$ cat src/hw/rtl/cvsp_pkg.sv
// shared types, constants and helpers for the constant velocity spring pull unit
`default_nettype none
package cvsp_pkg;
  localparam int MaxBeads = 1024;
  localparam int FracBits = 16;
  localparam int DirFrac = 14;
  localparam int CntW = $clog2(MaxBeads + 1);
  localparam int SumW = 48;

  localparam logic [2:0] REG_STIFF = 3'd0;
  localparam logic [2:0] REG_REST  = 3'd1;
  localparam logic [2:0] REG_SPEED = 3'd2;
  localparam logic [2:0] REG_DIRX  = 3'd3;
  localparam logic [2:0] REG_DIRY  = 3'd4;
  localparam logic [2:0] REG_DIRZ  = 3'd5;
  localparam logic [2:0] REG_START = 3'd6;

  typedef struct packed {
    logic [31:0] stiff;
    logic [31:0] rest;
    logic signed [31:0] speed;
    logic signed [15:0] dir_x;
    logic signed [15:0] dir_y;
    logic signed [15:0] dir_z;
    logic [31:0] start;
  } cfg_t;

  // clip a wide signed value to signed 32 bit
  function automatic logic [32:0] clip32(input logic signed [95:0] v);
    logic [32:0] r;
    if (v > 96'sd2147483647) r = {1'b1, 32'h7fffffff};
    else if (v < -96'sd2147483648) r = {1'b1, 32'h80000000};
    else r = {1'b0, v[31:0]};
    return r;
  endfunction
endpackage
`default_nettype wire

$ cat src/hw/rtl/cvsp_regs.sv
// apb register file for the spring pull configuration
`default_nettype none
module cvsp_regs import cvsp_pkg::*; (
  input  wire logic        clk,
  input  wire logic        rst_n,
  input  wire logic        cfg_psel,
  input  wire logic        cfg_penable,
  input  wire logic        cfg_pwrite,
  input  wire logic [4:0]  cfg_paddr,
  input  wire logic [31:0] cfg_pwdata,
  output logic [31:0]      cfg_prdata,
  output logic             cfg_pready,
  output cfg_t             cfg
);
  cfg_t cfg_r;
  logic [2:0] idx;
  assign idx = cfg_paddr[4:2];
  assign cfg_pready = 1'b1;
  assign cfg = cfg_r;

  always_ff @(posedge clk) begin
    if (!rst_n) begin
      cfg_r <= '{stiff: 32'd65536, rest: '0, speed: '0, dir_x: 16'sd16384,
                 dir_y: '0, dir_z: '0, start: '0};
    end else if (cfg_psel && cfg_penable && cfg_pwrite) begin
      case (idx)
        REG_STIFF: cfg_r.stiff <= cfg_pwdata;
        REG_REST:  cfg_r.rest  <= cfg_pwdata;
        REG_SPEED: cfg_r.speed <= cfg_pwdata;
        REG_DIRX:  cfg_r.dir_x <= cfg_pwdata[15:0];
        REG_DIRY:  cfg_r.dir_y <= cfg_pwdata[15:0];
        REG_DIRZ:  cfg_r.dir_z <= cfg_pwdata[15:0];
        REG_START: cfg_r.start <= cfg_pwdata;
        default: ;
      endcase
    end
  end

  always_comb begin
    case (idx)
      REG_STIFF: cfg_prdata = cfg_r.stiff;
      REG_REST:  cfg_prdata = cfg_r.rest;
      REG_SPEED: cfg_prdata = cfg_r.speed;
      REG_DIRX:  cfg_prdata = {{16{cfg_r.dir_x[15]}}, cfg_r.dir_x};
      REG_DIRY:  cfg_prdata = {{16{cfg_r.dir_y[15]}}, cfg_r.dir_y};
      REG_DIRZ:  cfg_prdata = {{16{cfg_r.dir_z[15]}}, cfg_r.dir_z};
      REG_START: cfg_prdata = cfg_r.start;
      default:   cfg_prdata = '0;
    endcase
  end
endmodule
`default_nettype wire

$ cat config.mk
export PLATFORM = sky130hd
export DESIGN_NAME = cvsp_regs
export DESIGN_NICKNAME = d
export VERILOG_FILES = /design/src/hw/rtl/cvsp_pkg.sv /design/src/hw/rtl/cvsp_regs.sv
export SDC_FILE = /design/constraint.sdc
export NUM_CORES = 1
export LEC_CHECK = 0
export ABC_AREA = 1
export BUFFER_PORTS_ARGS = -buffer_cell sky130_fd_sc_hd__buf_2
export CAP_MARGIN = 5
export CORE_MARGIN = 8
export CORE_UTILIZATION = 50
export DETAILED_ROUTE_END_ITERATION = 12
export MAX_ROUTING_LAYER = met4
export PLACE_DENSITY = 0.83
export SETUP_SLACK_MARGIN = 0.4
export SYNTH_ARGS = -nofsm -noshare
export SYNTH_HDL_FRONTEND = slang
export SYNTH_SLANG_ARGS = --single-unit
$ cat constraint.sdc
create_clock -name clk -period 3.1 [get_ports clk]
set_input_delay 0.62 -clock clk [delete_from_list [all_inputs] [get_ports clk]]
set_output_delay 0.62 -clock clk [all_outputs]
set_load 0.03 [all_outputs]
==> impl_results.md, run 1 <==
- Clk Latency, worst-skew pair: 0.43 ns
- WP data arrival: 2.00 ns
- CP peak stage delay: 0.35 ns
- Slew headroom: 49.7%
- Upper clock frequency limit: 381 MHz
- CTS root buffer: clkbuf_16
- Number of port buffers: 247
- Power Dens Cells: 466 nW/µm²
- Die ar.: 22300 µm²
- Max-cap viol count: 0
- Main synth FF type: dfxtp_1
- Final hold violations: 0
- Fraction of synthesized cell area in xor and xnor cells: 0%
- Setup CP Type: input pin to primary output
- Worst Path Buf+Inv: 3
- Hold Path Depth: 3
- Sequential fraction of the synthesis area: 39.6%
- Syn nets: 1476
- Reg clk slew, reported paths: 0.06 ns
- Antenna Violating Nets Remaining: 0
- Clk_skew: 0 ns
- Setup TNS: 0 ns
- CP max FO: 19
- DR WL/cell: 18.0 µm
- Initial Util: 50.3%
- Fin crit period: 2.62 ns
- Antenna violations before repair: 1
- Proportion of synthesized area in mux cells: 0%
- Crit path max-delay family: buffers and inverters
- Crit-path cells: buf_2, buf_4, nand4_4, nand2_1, nor2_1, nand2_1, buf_2
- Die X: 149 µm
- CP max stage cell: buf_4
- Clk sink count: 176
- Worst setup EP type: primary output
- Post-CTS setup buffers: 0
- Critical path depth: 7
- Max reg flops: 176
- Vias in the first global route: 9242
- DRT Pass-1 Iters: 5
- Min-delay src: cfg_pwdata[16]
- Clock tree from TritonCTS: yes
- Setup slack, reg-to-reg: 2.30 ns
- Post-synth EDFFs: 0
- Yosys top cell area share: 39.6%
- H-tree levels: 4
- Non-Filler Instances: 1866
- RSZ-0062 raised after global routing: no
- Dpl cells: 1832
- Count leader, synth: nor2_1
- Share of cells above drive strength 1: 20.4%
- Global-route wire length before repair: 50.3 mm
- Power after layout: 5050 µW
- Total track usage: 29.7%
- Largest family of logic cells by synthesized area: simple AND/OR/NAND/NOR gates
- Avg Cell Area, Syn: 6.21 µm²
- Post-synth ARST share: 0%
- Status: complete, no violations
- Final wirelength: 33.5 mm
- Overflow after GRT: 0
- Area contributors post-synth: dfxtp_1, nor2_1, nand2_1
- Final Wtd Congestion: 0.926
- Worst hold path class: input pin to register
- Cell Rows: 49
- Area delta synth->final: 21.7%
- Unique masters post-synth: 20
- Worst-margin pin slew: 0.754 ns
- Slew Viols, Final: 0
- Leakage: 0.00554 µW
- Finished Core Util: 61.1%
- Synth warn: 0
- Via count: 10100
- Compound-cell area share of the yosys netlist: 0.112%
- Detailed router's first-iteration violation count: 1020
- Max Root-Sink Buffers: 2
- Core area: 17700 µm²
- Critical Path RT: 2.48 ns
- Commonest cells post-synth: nor2_1, nand2_1, dfxtp_1
- RR Endpoint: cfg[47]
- Largest net degree at the start of global routing: 71
- Fin crit share: 84.6%
- Number of cells produced by synthesis: 1434
- R2R depth: 2
- Post-DP HPWL: 23.6 mm
- I/O pin count: 251
- Post-Syn Area: 8900 µm²
- Die height: 149 µm
- Simple-gate portion of the synthesized area: 51.1%
- Fillers: 1673
- CP startpoint kind: input pin
- Vias per cell: 5.42
- CTS Buf Count: 17
- Post-synth top area cell: dfxtp_1
- WHS Endpoint: cfg[160]
- Post-layout net count: 1665
- Synth Register Bits: 176
- Drt drc: 0
- Final setup violation count: 0
- Synth Area in Adders: 0%
- RR Startpoint: cfg[47]
- Hold Slack: 0.427 ns
- Maximum vdd drop: 0.418 mV
-- worst min-delay path, delay by kind of cell --
family | cells | cell delay, ns
and+or+nand+nor | 2 | 0.12
buffers and inverters | 1 | 0.09
-- cell families after synthesis --
kind of cell / Yosys count
AND/OR/NAND/NOR: 1077
buffers and inverters: 178
flip-flops: 176
AO/OA/AOI/OAI: 2
other: 1
-- placed cells by master (no fill, tap or decap), drive strengths merged --
cell type | netlist | layout
bufinv | 0 | 2
diode | 0 | 1
conb | 1 | 1
nand4 | 81 | 82
clkinv | 0 | 8
clkbuf | 14 | 22
dfxtp | 176 | 176
nand3 | 167 | 167
nand2 | 372 | 372
inv | 68 | 69
nor2 | 457 | 457
buf | 96 | 278
o21ai | 2 | 2
-- stage by stage --
| stage | setup WS [ns] | instance area [µm²] |
|---|---|---|
| after global routing | 0.401 | 10800 |
| after global placement | 0.437 | 10200 |
| after CTS | 0.412 | 10800 |
| after detailed placement | 0.422 | 10200 |
| after floorplan | 0.780 | 8900 |
| final | 0.476 | 10800 |
-- how the worst max path moves through the flow --
| stage | startpoint | end |
|---|---|---|
| 4_1_cts | cfg_paddr[3] | cfg_prdata[26] |
| 3_3_place_gp | cfg_paddr[3] | cfg_prdata[16] |
| 2_1_floorplan | cfg_paddr[4] | cfg_prdata[15] |
| 6_report | cfg_paddr[2] | cfg_prdata[16] |
| 5_1_grt | cfg_paddr[3] | cfg_prdata[15] |
| 3_5_place_dp | cfg_paddr[3] | cfg_prdata[26] |
-- cell type report --
type / count / area (µm²) / area share [%]
Antenna cell: 1 / 2.50 / 0.0231
Clock buffer: 21 / 470 / 4.34
Clock inverter: 11 / 128 / 1.18
Inverter: 68 / 256 / 2.37
Multi-Input combinational cell: 1081 / 4590 / 42.4
Sequential cell: 176 / 3520 / 32.5
Tap cell: 229 / 287 / 2.64
Timing Repair Buffer: 279 / 1570 / 14.5
-- repair_timing --
action                                  CTS  global route
endpoints found under the setup margin    0            19
hold buffers                              0             0
resized for setup                         0             4
-- metal layers --
metal	share of wire [%]	wire, µm	GRT usage (%)	up-vias
li1	-	-	-	4884
met1	36	12100	32.7	4533
met2	47	15600	47.7	599
met3	12	3970	8.16	105
met4	5.5	1850	17.1	0
met5	0	0	-	-
-- report_power, final --
group | total, µW | leakage (µW) | internal [µW] | switching (µW)
clock | 2190 | 0.000298 | 1260 | 929
combinational | 547 | 0.00382 | 138 | 409
sequential | 2310 | 0.00142 | 2290 | 23.5
total | 5050 | 0.00554 | 3690 | 1360
(Power assumes the default switching activity.)
==> run 2: changes to the inputs <==
- CORE_UTILIZATION: 50 -> 48
- clock period: 3.1 -> 2.3 ns (I/O delays scaled with it)
==> run 2 against run 1 <==
  * Worst setup slack got worse by 0.21 ns
  * Critical path depth increased by 1
  * Design area up 11%
  * Clock skew did not move
  * Combinational power increased by 65%
  * Critical path type unchanged
  * Routed wire length up 13%
  * Non-clock buffer count rose by 30
  * Register-to-register slack worse by 0.70 ns
  * Via count increased by 7.5%
  * Clock power up 30%
  * Sequential power rose by 35%
==> impl_results.md, run 2 (synthesis gave the netlist of run 1 again) <==
- Fin area: 12000 µm² (+11%)
- Most frequent cells in the layout: nor2_1, nand2_1, buf_2
- CP peak stage delay: 0.21 ns (-0.14 ns)
- Clock tree from TritonCTS: yes
- Vias per cell: 5.72 (+5.5%)
- Setup CP Type: input pin to primary output
- Reg clk slew, reported paths: 0.07 ns (about the same)
- CP startpoint kind: input pin
- Die height: 152 µm (+1.8%)
- Die ar.: 23200 µm² (+3.7%)
- Setup TNS: 0 ns (unchanged)
- Maximum vdd drop: 0.564 mV (+35%)
- Register share of total power: 45.5% (-0.3 points)
- Worst Path Buf+Inv: 3 (unchanged)
- Clk Latency, worst-skew pair: 0.44 ns (about the same)
- Post-DP HPWL: 24.3 mm (+2.8%)
- Final setup violation count: 0 (unchanged)
- Final Wtd Congestion: 0.927 (about the same)
- Core area: 18500 µm² (+4.2%)
- Vias in the first global route: 9872 (+6.8%)
- Status: complete, no violations
- Slew Viols, Final: 0 (unchanged)
- Via count: 10900 (+7.5%)
- Seq. cell area: 3530 µm² (+0.11%)
- Fillers: 1537 (-8.1%)
- Share of cells above drive strength 1: 26.9% (+6.5 points)
- Max-cap viol count: 0 (unchanged)
- Pint: 4880 µW (+32%)
- Critical Path RT: 1.84 ns (-0.64 ns)
- Worst hold path class: input pin to register
- Worst setup EP type: primary output
- Cell Rows: 50 (+2.0%)
- Power Dens Cells: 572 nW/µm² (+23%)
- Number of port buffers: 247 (unchanged)
- Switching Share: 28.9% (+1.9 points)
- CP max stage cell: nand2_8
- Crit-path cells: buf_12, nor2_4, buf_12, nand3_4, nand2_8, nor2_4, nand2_2, buf_6
- DR WL/cell: 19.9 µm (+11%)
- Hold buffer count at CTS: 0 (unchanged)
- Clk_skew: 0 ns (unchanged)
- Die X: 152 µm (+1.8%)
- Upper clock frequency limit: 492 MHz
- DRT Pass-1 Iters: 6 (+1)
- Worst-margin pin slew: 0.511 ns (-0.243 ns)
- Post-layout net count: 1696 (+1.9%)
- Antenna violations before repair: 1 (unchanged)
- Crit path max-delay family: simple AND/OR/NAND/NOR gates
- CP max FO: 7 (-12)
- CTS Buf Count: 17 (unchanged)
- Fin crit period: 2.03 ns
- Leakage: 0.00591 µW (+6.7%)
- WP data arrival: 1.57 ns (-0.43 ns)
- Clk sink count: 176 (unchanged)
- Drt drc: 0 (unchanged)
- Slew headroom: 65.9% (+16 points)
- Clock power frac: 41.4% (-1.9 points)
- Logic gate share of total power: 13.2% (+2.4 points)
- Final hold violations: 0 (unchanged)
- I/O pin count: 251 (unchanged)
- Area delta synth->final: 34.7%
- Largest net degree at the start of global routing: 93 (+31%)
- Global-route wire length before repair: 56.3 mm (+12%)
- Multi-input gate area: 4950 µm² (+7.7%)
- Max reg flops: 176 (unchanged)
- Fin crit share: 88.4%
- Antenna Violating Nets Remaining: 0 (unchanged)
- Detailed router's first-iteration violation count: 1577 (+55%)
- Initial Util: 48.2% (-2.0 points)
- Overflow after GRT: 0 (unchanged)
- RSZ-0062 raised after global routing: yes
- CTS root buffer: clkbuf_16
- Most common cell after layout, fill and taps aside: nor2_1
- Dpl cell area: 10400 µm² (+1.9%)
- Final wirelength: 37.9 mm (+13%)
- H-tree levels: 4 (unchanged)
- Switching power: 1980 µW (+46%)
- Finished Core Util: 65.0% (+3.8 points)
- Total track usage: 31.9% (+2.2 points)
- Max Root-Sink Buffers: 2 (unchanged)
## run 2: cell count changes in the layout (fill, tap and decap cells not counted), moves of 5 or more
cell,change
buf_12,+13
buf_16,+7
buf_2,-34
buf_4,+5
buf_6,+36
clkinvlp_4,+5
nand2_1,-44
nand2_2,+42
nor2_1,-35
nor2_2,+15
nor2_4,+20
## run 2: cell type report
type / instances / share of cell area [%]
Timing Repair Buffer: 309 / 19.9
Clock buffer: 17 / 3.55
Clock inverter: 15 / 1.15
Antenna cell: 1 / 0.0209
Inverter: 68 / 2.28
Tap cell: 234 / 2.44
Multi-Input combinational cell: 1082 / 41.3
Sequential cell: 176 / 29.4
## run 2: power groups by stage
| stage | clock network [µW] | registers [µW] | logic [µW] |
|---|---|---|---|
| 4_1_cts | 2840 | 3120 | 858 |
| 5_1_grt | 2990 | 3120 | 949 |
| 6_report | 2840 | 3120 | 902 |
| 3_5_place_dp | 0 | 3190 | 737 |
| 3_3_place_gp | 0 | 3190 | 727 |
| 2_1_floorplan | 0 | 3260 | 417 |
## run 2: what timing repair did
action                                  CTS  global route
gates cloned                              9             2
endpoints found under the setup margin   32            32
gates resized for setup                 140            46
setup buffers                            15             1
pin swaps                                23            26
## run 2: layer usage
| metal | global-route usage (%) | up-vias | routed length [µm] |
|---|---|---|---|
| met5 | - | - | 0 |
| met4 | 18.8 | 0 | 2400 |
| met3 | 9.64 | 153 | 5000 |
| met2 | 50.7 | 809 | 17500 |
| met1 | 35.0 | 4975 | 13000 |
| li1 | - | 4945 | - |
## run 2: stage by stage
step	hold WS [ns]	setup slack [ns]	total power, µW	std cells
2_1_floorplan	0.586	0.403	3680	1434
3_3_place_gp	0.480	0.120	3910	1842
3_5_place_dp	0.487	0.0886	3920	1842
4_1_cts	0.244	0.321	6820	1898
5_1_grt	0.259	0.241	7060	1902
6_report	0.248	0.266	6860	1902
## run 2: worst paths after layout
kind | slack, ns | endpoint | start | depth (start not counted)
max | 0.27 | cfg_prdata[17] | cfg_paddr[2] | 8
min | 0.25 | cfg[78] | cfg_pwdata[14] | 3
max reg2reg | 1.60 | cfg[106] | cfg[106] | 2
min reg2reg | 0.49 | cfg[79] | cfg[79] | 2
## run 2: tightest hold or removal path: stages
cell and delay [ns]:
buf_2 0.09, nand2_1 0.05, nand3_1 0.06
==> run 3: changes to the inputs <==
- CORE_MARGIN: 8 -> not set
- CORE_UTILIZATION: 48 -> 50
- CTS_CLUSTER_SIZE: not set -> 10
- clock period: 2.3 -> 2.1 ns (I/O delays scaled with it)
==> run 3 against run 2 <==
  * Combinational power grew 18%
  * Non-clock buffer count is 26 higher
  * Utilization rose by 8.5 points
  * Critical path type unchanged
  * Highest routed layer unchanged
==> impl_results.md, run 3 (synthesis gave the netlist of run 1 again) <==
- Status: complete, no violations
- Finished Core Util: 73.5% (+8.5 points)
- Critical Path RT: 1.68 ns (-0.16 ns)
- WP data arrival: 1.60 ns (+0.03 ns)
- Worst hold path class: input pin to register
- Post-DP HPWL: 22.3 mm (-8.1%)
- Detailed router's first-iteration violation count: 1196 (-24%)
- RSZ-0062 raised after global routing: yes
- Power after layout: 8060 µW (+17%)
- Upper clock frequency limit: 495 MHz
- Max Root-Sink Buffers: 2 (unchanged)
- CP max FO: 6 (-1)
- Slew Viols, Final: 0 (unchanged)
- Antenna violations before repair: 0 (-1)
- Initial Util: 51.3% (+3.1 points)
- Hold Slack: 0.228 ns (-0.0208 ns)
- Clk Latency, worst-skew pair: 0.43 ns (about the same)
- Antenna Violating Nets Remaining: 0 (unchanged)
- Fillers: 1239 (-19%)
- Via count: 11000 (+0.97%)
- Largest net degree at the start of global routing: 70 (-25%)
- Global-route wire length before repair: 53.8 mm (-4.5%)
- Drt drc: 0 (unchanged)
- Crit-path cells: buf_12, nor2_4, buf_6, buf_12, buf_16, nand3_1, nand2_1, nor2_4, nand2_2, buf_6
- Ant diodes: 0 (-1)
- Final hold violations: 0 (unchanged)
- Number of port buffers: 247 (unchanged)
- Vias per cell: 5.73 (+0.18%)
- Maximum vdd drop: 0.607 mV (+7.5%)
- CTS Buf Count: 17 (unchanged)
- Cell Rows: 48 (-4.0%)
- Max reg flops: 176 (unchanged)
- Final Wtd Congestion: 0.904 (-2.4%)
- Setup CP Type: input pin to primary output
- Power Dens Cells: 632 nW/µm² (+10%)
- DRT Pass-1 Iters: 6 (unchanged)
- Post-layout net count: 1721 (+1.5%)
- Overflow after GRT: 0 (unchanged)
- Clk_skew: 0 ns (unchanged)
- Max-cap viol count: 0 (unchanged)
- DR WL/cell: 19.2 µm (-3.4%)
- CTS root buffer: clkbuf_16
- Leakage: 0.00611 µW (+3.5%)
- Die X: 135 µm (-11%)
- Reg clk slew, reported paths: 0.06 ns (about the same)
- CP max stage cell: nand2_1
- Die height: 135 µm (-11%)
- Final wirelength: 36.9 mm (-2.7%)
- CP peak stage delay: 0.17 ns (-0.04 ns)
- Core area: 17400 µm² (-6.0%)
- CP startpoint kind: input pin
- Clk sink count: 176 (unchanged)
- Fin crit period: 2.02 ns
- Most common cell after layout, fill and taps aside: nor2_1
- Total track usage: 39.8% (+7.9 points)
- Final setup violation count: 0 (unchanged)
- H-tree levels: 4 (unchanged)
- Setup slack, reg-to-reg: 1.35 ns (-0.25 ns)
- Clock tree from TritonCTS: yes
- Share of cells above drive strength 1: 31.9% (+4.9 points)
- Worst setup EP type: primary output
- Setup TNS: 0 ns (unchanged)
- Fin crit share: 96.3%
- Area delta synth->final: 43.3%
- Die ar.: 18300 µm² (-21%)
- Most frequent cells in the layout: nor2_1, nand2_1, buf_2
- I/O pin count: 251 (unchanged)
- Vias in the first global route: 9967 (+0.96%)
[run 3: cell count changes in the layout (fill, tap and decap cells not counted), moves of 9 or more]
cell / previous run / this run
nand3_1: 163 / 125
nand3_2: 1 / 29
nand2_1: 326 / 301
nand2_2: 43 / 65
buf_6: 37 / 49
nand3_4: 3 / 13
buf_12: 20 / 29
[run 3: per-stage QoR]
stage / worst slack, ns / cell area [µm²] / cells
floorplan: 0.386 / 9070 / 1434
global placement: -0.00644 / 10700 / 1847
detailed placement: 0.00546 / 10700 / 1847
CTS: 0.126 / 12300 / 1910
global route: -0.00838 / 12800 / 1917
finish: 0.0786 / 12800 / 1917
[run 3: where the power goes]
part	switching, µW	total, µW	internal (µW)
Clock	1400	3580	2180
Combinational	696	1060	367
Sequential	40.7	3420	3380
Total	2130	8060	5930
[run 3: layout make-up]
| type | instances | area, µm² | share of cell area, % |
|---|---|---|---|
| clock buffer | 19 | 453 | 3.55 |
| clock inverter | 13 | 206 | 1.62 |
| inverter | 68 | 272 | 2.13 |
| multi-input combinational | 1081 | 5270 | 41.3 |
| sequential | 176 | 3530 | 27.7 |
| tap | 225 | 282 | 2.21 |
| timing repair buffer | 335 | 2750 | 21.5 |
[run 3: routing by layer]
layer / global-route usage, % / vias to the layer above / wire length (µm) / part of all wire [%]
met4: 24.8 / 0 / 2970 / 8.1
met1: 43.9 / 4993 / 12500 / 34
met3: 10.1 / 221 / 4130 / 11
met2: 64.1 / 779 / 17300 / 47
met5: - / - / 0 / 0
li1: - / 4995 / - / -
[run 3: final timing paths]
path,startpoint,to,depth (start not counted)
hold / removal,cfg_pwdata[16],cfg[160],3
setup / recovery,cfg_paddr[2],cfg_prdata[23],10
hold reg to reg,cfg[31],cfg[31],2
setup reg to reg,cfg[79],cfg[79],3
[run 3: critical path, delay by kind of cell]
kind | cells | cell delay, ns
buffers and inverters | 5 | 0.63
and+or+nand+nor | 5 | 0.53
[run 3: what timing repair did]
action,CTS,global route
buffers inserted,20,6
setup endpoints to repair,32,32
pin swaps,54,47
gates cloned,11,1
hold buffers,0,0
gates resized for setup,174,84
