$ cat config.mk
export PLATFORM = sky130hd
export DESIGN_NAME = cvsp_divu
export DESIGN_NICKNAME = d
export VERILOG_FILES = /design/src/hw/rtl/cvsp_pkg.sv /design/src/hw/rtl/cvsp_divu.sv
export SDC_FILE = /design/constraint.sdc
export NUM_CORES = 1
export LEC_CHECK = 0
export BUFFER_PORTS_ARGS = -buffer_cell sky130_fd_sc_hd__buf_2
export CORE_ASPECT_RATIO = 1.25
export CORE_MARGIN = 4
export CORE_UTILIZATION = 56
export DETAILED_ROUTE_END_ITERATION = 8
export PLACE_DENSITY = 0.81
export SYNTH_ARGS = -nofsm -noshare
export SYNTH_HDL_FRONTEND = slang
export SYNTH_SLANG_ARGS = --single-unit
$ cat constraint.sdc
create_clock -name clk -period 4.6 [get_ports clk]
set_input_delay 1.15 -clock clk [delete_from_list [all_inputs] [get_ports clk]]
set_output_delay 1.15 -clock clk [all_outputs]
set_load 0.01 [all_outputs]
$ cat src/hw/rtl/cvsp_pkg.sv
// shared types, constants and helpers for the constant velocity spring pull unit
`default_nettype none
package cvsp_pkg;
  localparam int MaxBeads = 1024;
  localparam int FracBits = 16;
  localparam int DirFrac = 14;
  localparam int CntW = $clog2(MaxBeads + 1);
  localparam int SumW = 48;

  localparam logic [2:0] REG_STIFF = 3'd0;
  localparam logic [2:0] REG_REST  = 3'd1;
  localparam logic [2:0] REG_SPEED = 3'd2;
  localparam logic [2:0] REG_DIRX  = 3'd3;
  localparam logic [2:0] REG_DIRY  = 3'd4;
  localparam logic [2:0] REG_DIRZ  = 3'd5;
  localparam logic [2:0] REG_START = 3'd6;

  typedef struct packed {
    logic [31:0] stiff;
    logic [31:0] rest;
    logic signed [31:0] speed;
    logic signed [15:0] dir_x;
    logic signed [15:0] dir_y;
    logic signed [15:0] dir_z;
    logic [31:0] start;
  } cfg_t;

  // clip a wide signed value to signed 32 bit
  function automatic logic [32:0] clip32(input logic signed [95:0] v);
    logic [32:0] r;
    if (v > 96'sd2147483647) r = {1'b1, 32'h7fffffff};
    else if (v < -96'sd2147483648) r = {1'b1, 32'h80000000};
    else r = {1'b0, v[31:0]};
    return r;
  endfunction
endpackage
`default_nettype wire

$ cat src/hw/rtl/cvsp_divu.sv
// shared restoring divider, one quotient bit per cycle
`default_nettype none
module cvsp_divu import cvsp_pkg::*; (
  input  wire logic        clk,
  input  wire logic        rst_n,
  input  wire logic        start,
  input  wire logic [95:0] dividend,
  input  wire logic [63:0] divisor,
  output logic             done,
  output logic [95:0]      quotient
);
  logic [95:0] q_r;
  logic [63:0] rem_r;
  logic [63:0] d_r;
  logic [6:0]  cnt_r;
  logic        busy_r;
  logic        done_r;
  logic [64:0] trial;
  assign trial = {rem_r, q_r[95]} - {1'b0, d_r};
  assign quotient = q_r;
  assign done = done_r;

  always_ff @(posedge clk) begin
    if (!rst_n) begin
      busy_r <= 1'b0;
      done_r <= 1'b0;
      cnt_r <= '0;
    end else begin
      done_r <= 1'b0;
      if (start) begin
        busy_r <= 1'b1;
        cnt_r <= 7'd96;
      end else if (busy_r) begin
        cnt_r <= cnt_r - 7'd1;
        if (cnt_r == 7'd1) begin
          busy_r <= 1'b0;
          done_r <= 1'b1;
        end
      end
    end
  end

  always_ff @(posedge clk) begin
    if (start) begin
      q_r <= dividend;
      rem_r <= '0;
      d_r <= divisor;
    end else if (busy_r) begin
      if (!trial[64]) begin
        rem_r <= trial[63:0];
        q_r <= {q_r[94:0], 1'b1};
      end else begin
        rem_r <= {rem_r[62:0], q_r[95]};
        q_r <= {q_r[94:0], 1'b0};
      end
    end
  end
endmodule
`default_nettype wire

==> results.sh, run 1 <==
export IMPL_outcome="finished, final reports clean"
export IMPL_r2r_cells=14
export IMPL_intPower_mw=4.14
export IMPL_layout_drive_gt1_share_pct=27.6
export IMPL_p_comb_share_pct=24.7
export IMPL_post_cts_resized=0
export IMPL_grt_pass1_wl_mm=54.0
export IMPL_core_area_sq_mm=0.0230
export IMPL_ys_seq_elements=233
export IMPL_clk_path_buf_depth=3
export IMPL_p_per_area_mw_per_mm2=388
export IMPL_p_clk_share_pct=32.1
export IMPL_drtIter0Drc=605
export IMPL_slew_violations=0
export IMPL_crit_path_end_kind="register"
export IMPL_dp_hpwl_mm=24.3
export IMPL_syn_inst=1304
export IMPL_critical_path_arrival_ns=4.22
export IMPL_fin_skew_ns=0.0125
export IMPL_htreeDepth=1
export IMPL_synth_area_per_cell_sq_um=10.1
export IMPL_required_ns=5.04
export IMPL_clk_latency_ns=0.52
export IMPL_synth_top_area_share_pct=36.5
export IMPL_track_usage_pct=24.8
export IMPL_fmax_mhz=264
export IMPL_area_growth_pct=17.2
export IMPL_ant_nets=0
export IMPL_clockRootBuffer="clkbuf_16"
export IMPL_setup_tns_final_ns=0
export IMPL_grt_overflow_total=0
export IMPL_cts_setup_buffers=0
export IMPL_worst_slew_pin_slew_ns=1.08
export IMPL_synth_common_cells="edfxtp_1, nand2_1, nor2_1"
export IMPL_synthArstFlopShare_pct=0
export IMPL_hold_depth=2
export IMPL_fin_crit_sh_pct=82.3
export IMPL_yosys_top_cells_area="edfxtp_1, dfxtp_1, mux2_2"
export IMPL_clkTransAtPathRegs_ns=0.07
export IMPL_drc=0
export IMPL_cts_made_buffers=25
export IMPL_vias=10600
export IMPL_timing_critical_path_fanout_max=24
export IMPL_vdd_drop_max_mv=0.343
export IMPL_clock_sinks=233
export IMPL_place_inst=1787
export IMPL_die_w_um=145
export IMPL_swShare_pct=31.0
export IMPL_ys_seq_area_share_pct=47.6
export IMPL_slew_headroom_pct=27.9
export IMPL_cts_tree="yes"
export IMPL_cp_start_kind="register"
export IMPL_final_util_pct=67.0
export IMPL_ys_warn_count=0
export IMPL_syn_nets=1534
export IMPL_initial_utilization_pct=57.2
export IMPL_ys_flop_type="edfxtp_1"
export IMPL_vias_per_cell=5.79
export IMPL_cap_violations=0
export IMPL_dieArea_sq_mm=0.0260
export IMPL_post_route_min_period_ns=3.79
export IMPL_finalSetupViolCount=0
export IMPL_grt_start_max_net_pins=110
export IMPL_p_seq_share_pct=43.2
export IMPL_wl_per_cell_um=18.1
export IMPL_path_class="register to register"
export IMPL_synth_area_sq_mm=0.0132
export IMPL_gp_congestion=0.963
export IMPL_p_switching_mw=1.86
export IMPL_num_nets_final=1756
export IMPL_io_buffer_count=259
export IMPL_die_h_um=179
export IMPL_holdCritStartpoint="cnt_r[1]"
export IMPL_r2r_start="quotient[95]"
export IMPL_yosys_area_top_type="edfxtp_1"
export IMPL_rr_endpoint="rem_r[45]"
export IMPL_finalNonFillerCells=1833
export IMPL_p_leak_nw=6.47
export IMPL_cts_hold_buf=0
export IMPL_yosysMostFrequentCell="edfxtp_1"
export IMPL_hold_viol_final=0
export IMPL_antenna_found_initial=3
export IMPL_hold_end="cnt_r[1]"
export IMPL_grt_pass1_vias=10700
export IMPL_io_pins=260
export IMPL_hp_class="register to register"
export IMPL_grt_setup_unrepaired="false"
export IMPL_synth_cell_types=66
export IMPL_rows=62
export IMPL_dr_pass1_iters=5
export IMPL_synth_edf_count=160
export IMPL_wl_mm=33.3
export IMPL_reg2reg_slack_ns=0.81
## worst max-delay path, cell delays in order, from the launching register on
cell      delay [ns]
edfxtp_1        0.37
inv_1           0.06
ha_1            0.22
fa_1            0.38
nand2b_1        0.19
a21oi_1         0.19
o211ai_1        0.16
a21boi_0        0.30
o21bai_1        0.19
o21ba_2         0.29
o21ai_4         0.31
xnor2_2         0.13
buf_4           0.24
or3_1           0.46
o22ai_1         0.20
## metrics by stage
stage / setup WS [ns] / area (sq um) / hold slack (ns) / power, mW
3_3_place_gp: 0.964 / 14600 / 0.475 / 4.06
6_report: 0.814 / 15400 / 0.498 / 5.99
2_1_floorplan: 1.10 / 13200 / 0.459 / 3.65
5_1_grt: 0.489 / 15400 / 0.519 / 6.30
3_5_place_dp: 0.894 / 14600 / 0.488 / 4.10
4_1_cts: 0.834 / 15400 / 0.494 / 6.03
## final cells by class
type                            instances  area, sq um
Clock inverter                         20          153
Inverter                               84          315
Clock buffer                           25          626
Fill cell                            1794         7610
Multi-Input combinational cell        915         6300
Tap cell                              288          360
Timing Repair Buffer                  267         1400
Sequential cell                       233         6270
Antenna cell                            1         2.50
## layout by cell type (no fill, tap or decap), types with 5 or more instances in the layout
cell	count
or3_1	11
edfxtp_1	160
a21o_1	30
a311oi_1	40
o211ai_1	13
a21oi_1	102
nand2b_1	5
o21a_1	13
ha_1	66
buf_2	258
inv_1	83
nor2b_1	6
nor3_1	15
nand4_1	21
nand3_1	11
o21bai_1	17
dfxtp_1	72
and3_1	9
a31oi_1	7
clkinv_2	6
o21ai_0	42
mux2_2	96
xnor2_1	40
nand2_1	151
buf_4	5
o22ai_1	8
clkbuf_16	25
nor2_1	110
a211oi_1	24
xor2_1	19
## power groups by stage
stage	Sequential [mW]	Combinational (mW)	Clock, mW
finish	2.59	1.48	1.92
global route	2.61	1.64	2.05
CTS	2.59	1.48	1.96
detailed placement	2.63	1.47	0
global placement	2.62	1.44	0
floorplan	2.64	1.01	0
## worst max-delay path by stage
stage / startpoint / end / slack (ns) / cells after the start
2_1_floorplan: start / quotient[0] / 1.10 / 4
4_1_cts: quotient[95] / rem_r[45] / 0.83 / 14
3_3_place_gp: quotient[95] / rem_r[45] / 0.96 / 14
3_5_place_dp: quotient[95] / rem_r[45] / 0.89 / 14
5_1_grt: quotient[95] / rem_r[62] / 0.49 / 14
6_report: quotient[95] / rem_r[45] / 0.81 / 14
## routing by layer
metal  global-route usage (%)  vias to the layer above  routed length (um)
li1                         -                     5204                   -
met3                     6.98                       77                2640
met2                     45.3                      371               16800
met1                     28.3                     4963               12800
met4                     7.60                        4                1020
met5                        0                        -                  21
## registers in the layout (all words and copies together) (netlist names)
name,flops
quotient,96
rem_r,64
busy_r,1
cnt_r,7
d_r,64
done,1
## kinds of logic after synthesis
logic type               after synthesis  share of synthesized area, %
AND/OR/NAND/NOR                      360                          12.1
AO/OA/AOI/OAI                        331                          16.9
flip-flops                           233                          47.6
buffers and inverters                156                          4.68
multiplexers                          96                          8.21
adder cells (fa/ha/maj)               67                          6.42
XOR/XNOR                              61                          4.06
Power figures use the tool's default switching activity.
==> run 2, diff against run 1 <==
Settings changed: ABC_AREA set to 1, CORE_UTILIZATION 56 to 53, PLACE_DENSITY 0.81 to 0.78.
Clock period 4.6 ns to 3 ns, I/O delays scaled along.
==> results.sh, run 2 <==
export IMPL_outcome="finished, final reports clean"
export IMPL_layout_drive_gt1_share_pct=16.3
export IMPL_required_ns=3.44
export IMPL_yosysMostFrequentCell="nand2_1"
export IMPL_layout_commonest_cell="nand2_1"
export IMPL_reg2reg_slack_ns=0.28
export IMPL_synth_common_cells="nand2_1, inv_1, edfxtp_1"
export IMPL_ys_warn_count=0
export IMPL_hp_class="input pin to register"
export IMPL_hold_viol_final=0
export IMPL_hold_end="d_r[19]"
export IMPL_cts_hold_buf=0
export IMPL_post_route_min_period_ns=2.72
export IMPL_cp_startpoint="d_r[39]"
export IMPL_grt_use_met3_pct=4.19
export IMPL_seqCellArea_sq_mm=0.00627
export IMPL_gr_usage_met1_pct=33.0
export IMPL_nFillCells=2895
export IMPL_cts_made_buffers=25
export IMPL_slew_violations=0
export IMPL_vdd_drop_max_mv=0.504
export IMPL_dr_pass1_iters=6
export IMPL_area_growth_pct=15.5
export IMPL_clockRootBuffer="clkbuf_16"
export IMPL_initial_utilization_pct=54.1
export IMPL_gp_congestion=0.997
export IMPL_cts_setup_buffers=0
export IMPL_synthArstFlopShare_pct=0
export IMPL_p_per_area_mw_per_mm2=420
export IMPL_clk_latency_ns=0.55
export IMPL_clk_path_buf_depth=3
export IMPL_grt_busiest_layer="met2"
export IMPL_hold_depth=1
export IMPL_rows=71
export IMPL_grt_setup_unrepaired="false"
export IMPL_wl_mm=47.3
export IMPL_r2r_cells=14
export IMPL_synth_edf_count=160
export IMPL_grt_overflow_total=0
export IMPL_vias_per_cell=4.82
export IMPL_p_leak_nw=10.6
export IMPL_yosys_area_top_type="edfxtp_1"
export IMPL_synth_top_area_share_pct=29.3
export IMPL_synth_cell_types=35
export IMPL_dp_hpwl_mm=37.6
export IMPL_syn_inst=2439
export IMPL_grt_start_max_net_pins=120
export IMPL_cap_violations=0
export IMPL_fmax_mhz=368
export IMPL_drc=0
export IMPL_syn_nets=2669
export IMPL_timing_critical_path_fanout_max=29
export IMPL_drtIter0Drc=1049
export IMPL_io_pins=260
export IMPL_antenna_found_initial=3
export IMPL_ys_seq_elements=233
export IMPL_vias=15000
export IMPL_num_nets_final=2918
export IMPL_post_place_ws_ns=0.190
export IMPL_use_met2_pct=49.6
export IMPL_path_class="register to register"
export IMPL_multi_input_area_sq_mm=0.00792
export IMPL_io_buffer_count=259
export IMPL_die_h_um=205
export IMPL_grt_pass1_vias=14800
export IMPL_fin_skew_ns=0.00771
export IMPL_power_mw=7.95
export IMPL_crit_path_end_kind="register"
export IMPL_holdCritStartpoint="divisor[19]"
export IMPL_ys_flop_type="edfxtp_1"
export IMPL_wl_per_cell_um=15.2
export IMPL_largest_reg_flops=96
export IMPL_fin_crit_sh_pct=90.6
export IMPL_ys_seq_area_share_pct=38.2
export IMPL_worst_slack_ns=0.283
export IMPL_synth_area_sq_mm=0.0164
export IMPL_clock_sinks=233
export IMPL_htreeDepth=1
export IMPL_core_area_sq_mm=0.0303
export IMPL_finalSetupViolCount=0
export IMPL_critical_path_arrival_ns=3.16
export IMPL_worst_slew_pin_slew_ns=0.734
export IMPL_final_cell_mix="nand2_1, inv_1, buf_2"
export IMPL_rr_endpoint="rem_r[8]"
export IMPL_clkTransAtPathRegs_ns=0.06
export IMPL_r2r_start="d_r[39]"
export IMPL_yosys_top_cells_area="edfxtp_1, nand2_1, inv_1"
export IMPL_die_w_um=165
export IMPL_cp_start_kind="register"
export IMPL_setup_tns_final_ns=0
export IMPL_slew_headroom_pct=51.1
export IMPL_cts_tree="yes"
export IMPL_grt_pass1_wl_mm=74.2
export IMPL_ant_nets=0
export IMPL_dieArea_sq_mm=0.0338
export IMPL_synth_area_per_cell_sq_um=6.72
export IMPL_track_usage_pct=27.6
==> run 2: cell count changes in the layout (fill, tap and decap cells not counted), sizes merged, moves of 30 or more <==
cell,previous run,this run
o21ai,47,13
a21o,30,0
nand2,151,1202
mux2,96,0
a311oi,40,0
a21oi,103,51
inv,86,513
nand3,12,120
==> run 2: area by class of cell <==
cell class,instances,share of cell area (%)
Sequential cell,233,33.1
Tap cell,401,2.65
Clock buffer,36,3.68
Antenna cell,1,0.0132
Timing Repair Buffer,271,7.95
Clock inverter,9,0.595
Multi-Input combinational cell,1644,41.8
Inverter,513,10.2
==> run 2: worst max-delay path, stage by stage, from the launching register on <==
cell	delay, ns
edfxtp_1	0.33
inv_1	0.04
ha_1	0.36
nand2_1	0.13
nor2_1	0.27
nand2_1	0.25
nor4_4	0.28
nand2_2	0.12
nand2_2	0.10
nand2_2	0.11
nand2_4	0.14
clkbuf_16	0.26
nand2_1	0.08
nand3_1	0.08
nand2_1	0.05
==> run 2: how the worst max path moves through the flow <==
stage / end / slack [ns]
finish: rem_r[8] / 0.28
global route: rem_r[43] / 0.04
CTS: rem_r[14] / 0.18
detailed placement: rem_r[14] / 0.19
global placement: rem_r[8] / 0.33
floorplan: quotient[0] / -0.08
==> run 2: timing repair <==
item	CTS	global route
hold endpoints to repair	0	0
resized for setup	0	2
endpoints found under the setup margin	0	59
==> run 2: power breakdown <==
part	switching, mW	internal, mW	total [mW]
sequential	0.111	3.70	3.81
combinational	0.685	0.382	1.07
clock	1.28	1.79	3.07
total	2.08	5.87	7.95
==> run 2: cell families (layout without fill, tap and decap cells) <==
logic type                 count (synthesis)  count (layout)  synth area share, %
AOI/OAI and AO/OA                         69              69                 2.24
DFF                                      233             233                 38.2
buffers and inverters                    562             829                 13.6
other                                      0               1                    0
xor gates and xnor gates                  32              32                 1.71
and+or+nand+nor                         1476            1476                 39.1
adders and majority gates                 67              67                 5.16
==> run 2: stage by stage <==
| step | instance area (sq um) | utilization [%] | cells | hold slack (ns) |
|---|---|---|---|---|
| 2_1_floorplan | 16500 | - | 2439 | 0.447 |
| 3_3_place_gp | 18100 | 59.7 | 3061 | 0.458 |
| 3_5_place_dp | 18100 | 59.7 | 3061 | 0.464 |
| 4_1_cts | 18900 | 62.4 | 3106 | 0.347 |
| 5_1_grt | 18900 | 62.5 | 3108 | 0.351 |
| 6_report | 18900 | 62.5 | 3108 | 0.371 |
==> run 2: metal layers <==
| layer | part of all wire, % | wire (um) | up-vias |
|---|---|---|---|
| met3 | 6.0 | 2850 | 92 |
| met5 | 0.044 | 21 | - |
| met1 | 40 | 19100 | 6651 |
| met2 | 50 | 23400 | 440 |
| li1 | - | - | 7792 |
| met4 | 4.1 | 1930 | 4 |
==> run 3, diff against run 2 <==
Settings changed: BUFFER_PORTS_ARGS -buffer_cell sky130_fd_sc_hd__buf_2 to -buffer_cell sky130_fd_sc_hd__buf_4.
==> results.sh, run 3 (same netlist as run 2, synthesis figures left out) <==
export IMPL_vdd_drop_max_mv=0.564
export IMPL_r2r_cells=17
export IMPL_ant_nets=0
export IMPL_slew_violations=0
export IMPL_antenna_found_initial=2
export IMPL_post_route_min_period_ns=2.75
export IMPL_grt_start_max_net_pins=97
export IMPL_intPower_mw=6.00
export IMPL_r2r_start="quotient[95]"
export IMPL_multi_input_area_sq_mm=0.00795
export IMPL_crit_path_end_kind="register"
export IMPL_final_util_pct=65.4
export IMPL_grt_overflow_total=0
export IMPL_drtIter0Drc=1098
export IMPL_initial_utilization_pct=54.1
export IMPL_p_comb_share_pct=15.0
export IMPL_worst_slack_ns=0.248
export IMPL_num_nets_final=2931
export IMPL_cts_tree="yes"
export IMPL_hp_class="input pin to register"
export IMPL_rows=71
export IMPL_die_h_um=205
export IMPL_p_per_area_mw_per_mm2=408
export IMPL_p_leak_nw=11.0
export IMPL_grt_setup_unrepaired="false"
export IMPL_io_pins=260
export IMPL_layout_commonest_cell="nand2_1"
export IMPL_wl_mm=49.0
export IMPL_critical_path_arrival_ns=3.20
export IMPL_holdCritStartpoint="divisor[45]"
export IMPL_io_buffer_count=259
export IMPL_cap_violations=0
export IMPL_hold_depth=1
export IMPL_worst_slew_pin_slew_ns=0.720
export IMPL_p_clk_share_pct=37.8
export IMPL_hold_viol_final=0
export IMPL_wl_per_cell_um=15.7
export IMPL_path_class="register to register"
export IMPL_timing_critical_path_fanout_max=3
export IMPL_fmax_mhz=363
export IMPL_clkTransAtPathRegs_ns=0.06
export IMPL_fin_skew_ns=0.0149
export IMPL_vias=15400
export IMPL_cts_hold_buf=0
export IMPL_p_seq_share_pct=47.2
export IMPL_finalSetupViolCount=0
export IMPL_grt_pass1_wl_mm=74.6
export IMPL_layout_drive_gt1_share_pct=16.7
export IMPL_post_place_ws_ns=0.174
export IMPL_clockRootBuffer="clkbuf_16"
export IMPL_cp_start_kind="register"
export IMPL_area_growth_pct=20.8
export IMPL_vias_per_cell=4.93
export IMPL_cts_made_buffers=25
export IMPL_fin_crit_sh_pct=91.7
export IMPL_required_ns=3.45
export IMPL_final_cell_mix="nand2_1, inv_1, buf_4"
export IMPL_swShare_pct=25.8
export IMPL_core_area_sq_mm=0.0303
export IMPL_outcome="finished, final reports clean"
export IMPL_drc=0
export IMPL_setup_tns_final_ns=0
export IMPL_grt_pass1_vias=14900
export IMPL_whs_ns=0.373
export IMPL_p_switching_mw=2.09
export IMPL_clock_sinks=233
export IMPL_hold_end="d_r[45]"
export IMPL_die_w_um=165
export IMPL_track_usage_pct=27.7
export IMPL_htreeDepth=1
export IMPL_reg2reg_slack_ns=0.25
export IMPL_dp_hpwl_mm=37.8
export IMPL_dr_pass1_iters=5
export IMPL_clk_latency_ns=0.55
export IMPL_largest_reg_flops=96
export IMPL_slew_headroom_pct=52.0
export IMPL_dieArea_sq_mm=0.0338
export IMPL_nFillCells=2713
export IMPL_seqCellArea_sq_mm=0.00627
export IMPL_gp_congestion=1.02
export IMPL_rr_endpoint="rem_r[54]"
export IMPL_clk_path_buf_depth=3
[run 3: cell count changes in the layout (fill, tap and decap cells not counted), moves of 3 or more]
cell / delta
buf_2: -258
buf_4: +263
clkbuf_8: -3
buf_16: +3
clkbuf_16: +4
clkinv_2: +3
[run 3: worst max-delay path: stages (launching register included)]
cell and delay, ns:
edfxtp_1 0.34, inv_1 0.08, ha_1 0.24, fa_2 0.36
inv_1 0.11, nand3_1 0.08, nand2_1 0.17, nand2_1 0.07
nand2_1 0.17, nand3_1 0.10, nand3b_1 0.33, nand2_1 0.19
nand3_1 0.14, nand2_1 0.07, inv_1 0.06, nand2_1 0.04
nand3_1 0.07, nand2_1 0.05
[run 3: per-stage QoR]
step | cells | power [mW] | instance area, sq um
2_1_floorplan | 2439 | 4.48 | 16500
3_3_place_gp | 3065 | 5.07 | 18800
3_5_place_dp | 3065 | 5.09 | 18800
4_1_cts | 3111 | 8.15 | 19600
5_1_grt | 3123 | 8.43 | 19800
6_report | 3123 | 8.09 | 19800
[run 3: how the worst max path moves through the flow]
stage,to,start,cells past startpoint
6_report,rem_r[54],quotient[95],17
5_1_grt,rem_r[13],quotient[95],20
4_1_cts,rem_r[4],quotient[95],20
3_5_place_dp,rem_r[4],quotient[95],20
3_3_place_gp,rem_r[8],quotient[95],20
2_1_floorplan,quotient[0],start,5
[run 3: power groups by stage]
stage	Sequential [mW]	Combinational, mW	Clock [mW]
finish	3.82	1.21	3.06
global route	3.84	1.34	3.25
CTS	3.82	1.22	3.11
detailed placement	3.88	1.21	0
global placement	3.88	1.19	0
floorplan	3.92	0.565	0
[run 3: cell type report]
class                           instances  area share (%)
Antenna cell                            2          0.0253
Clock buffer                           32            3.29
Clock inverter                         14           0.726
Inverter                              513            9.74
Multi-Input combinational cell       1644            40.1
Sequential cell                       233            31.6
Tap cell                              401            2.53
Timing Repair Buffer                  284            12.0
[run 3: layer usage]
layer | track usage (%) | up-vias | routed length (um)
met3 | 5.94 | 123 | 3820
met4 | 12.7 | 0 | 2450
met2 | 49.3 | 571 | 24200
met1 | 31.5 | 6893 | 18500
li1 | - | 7809 | -
met5 | 0 | - | 0
[run 3: timing repair]
action,4_1_cts,5_1_grt
gates resized for setup,0,8
setup buffers,0,3
endpoints found under the setup margin,0,64
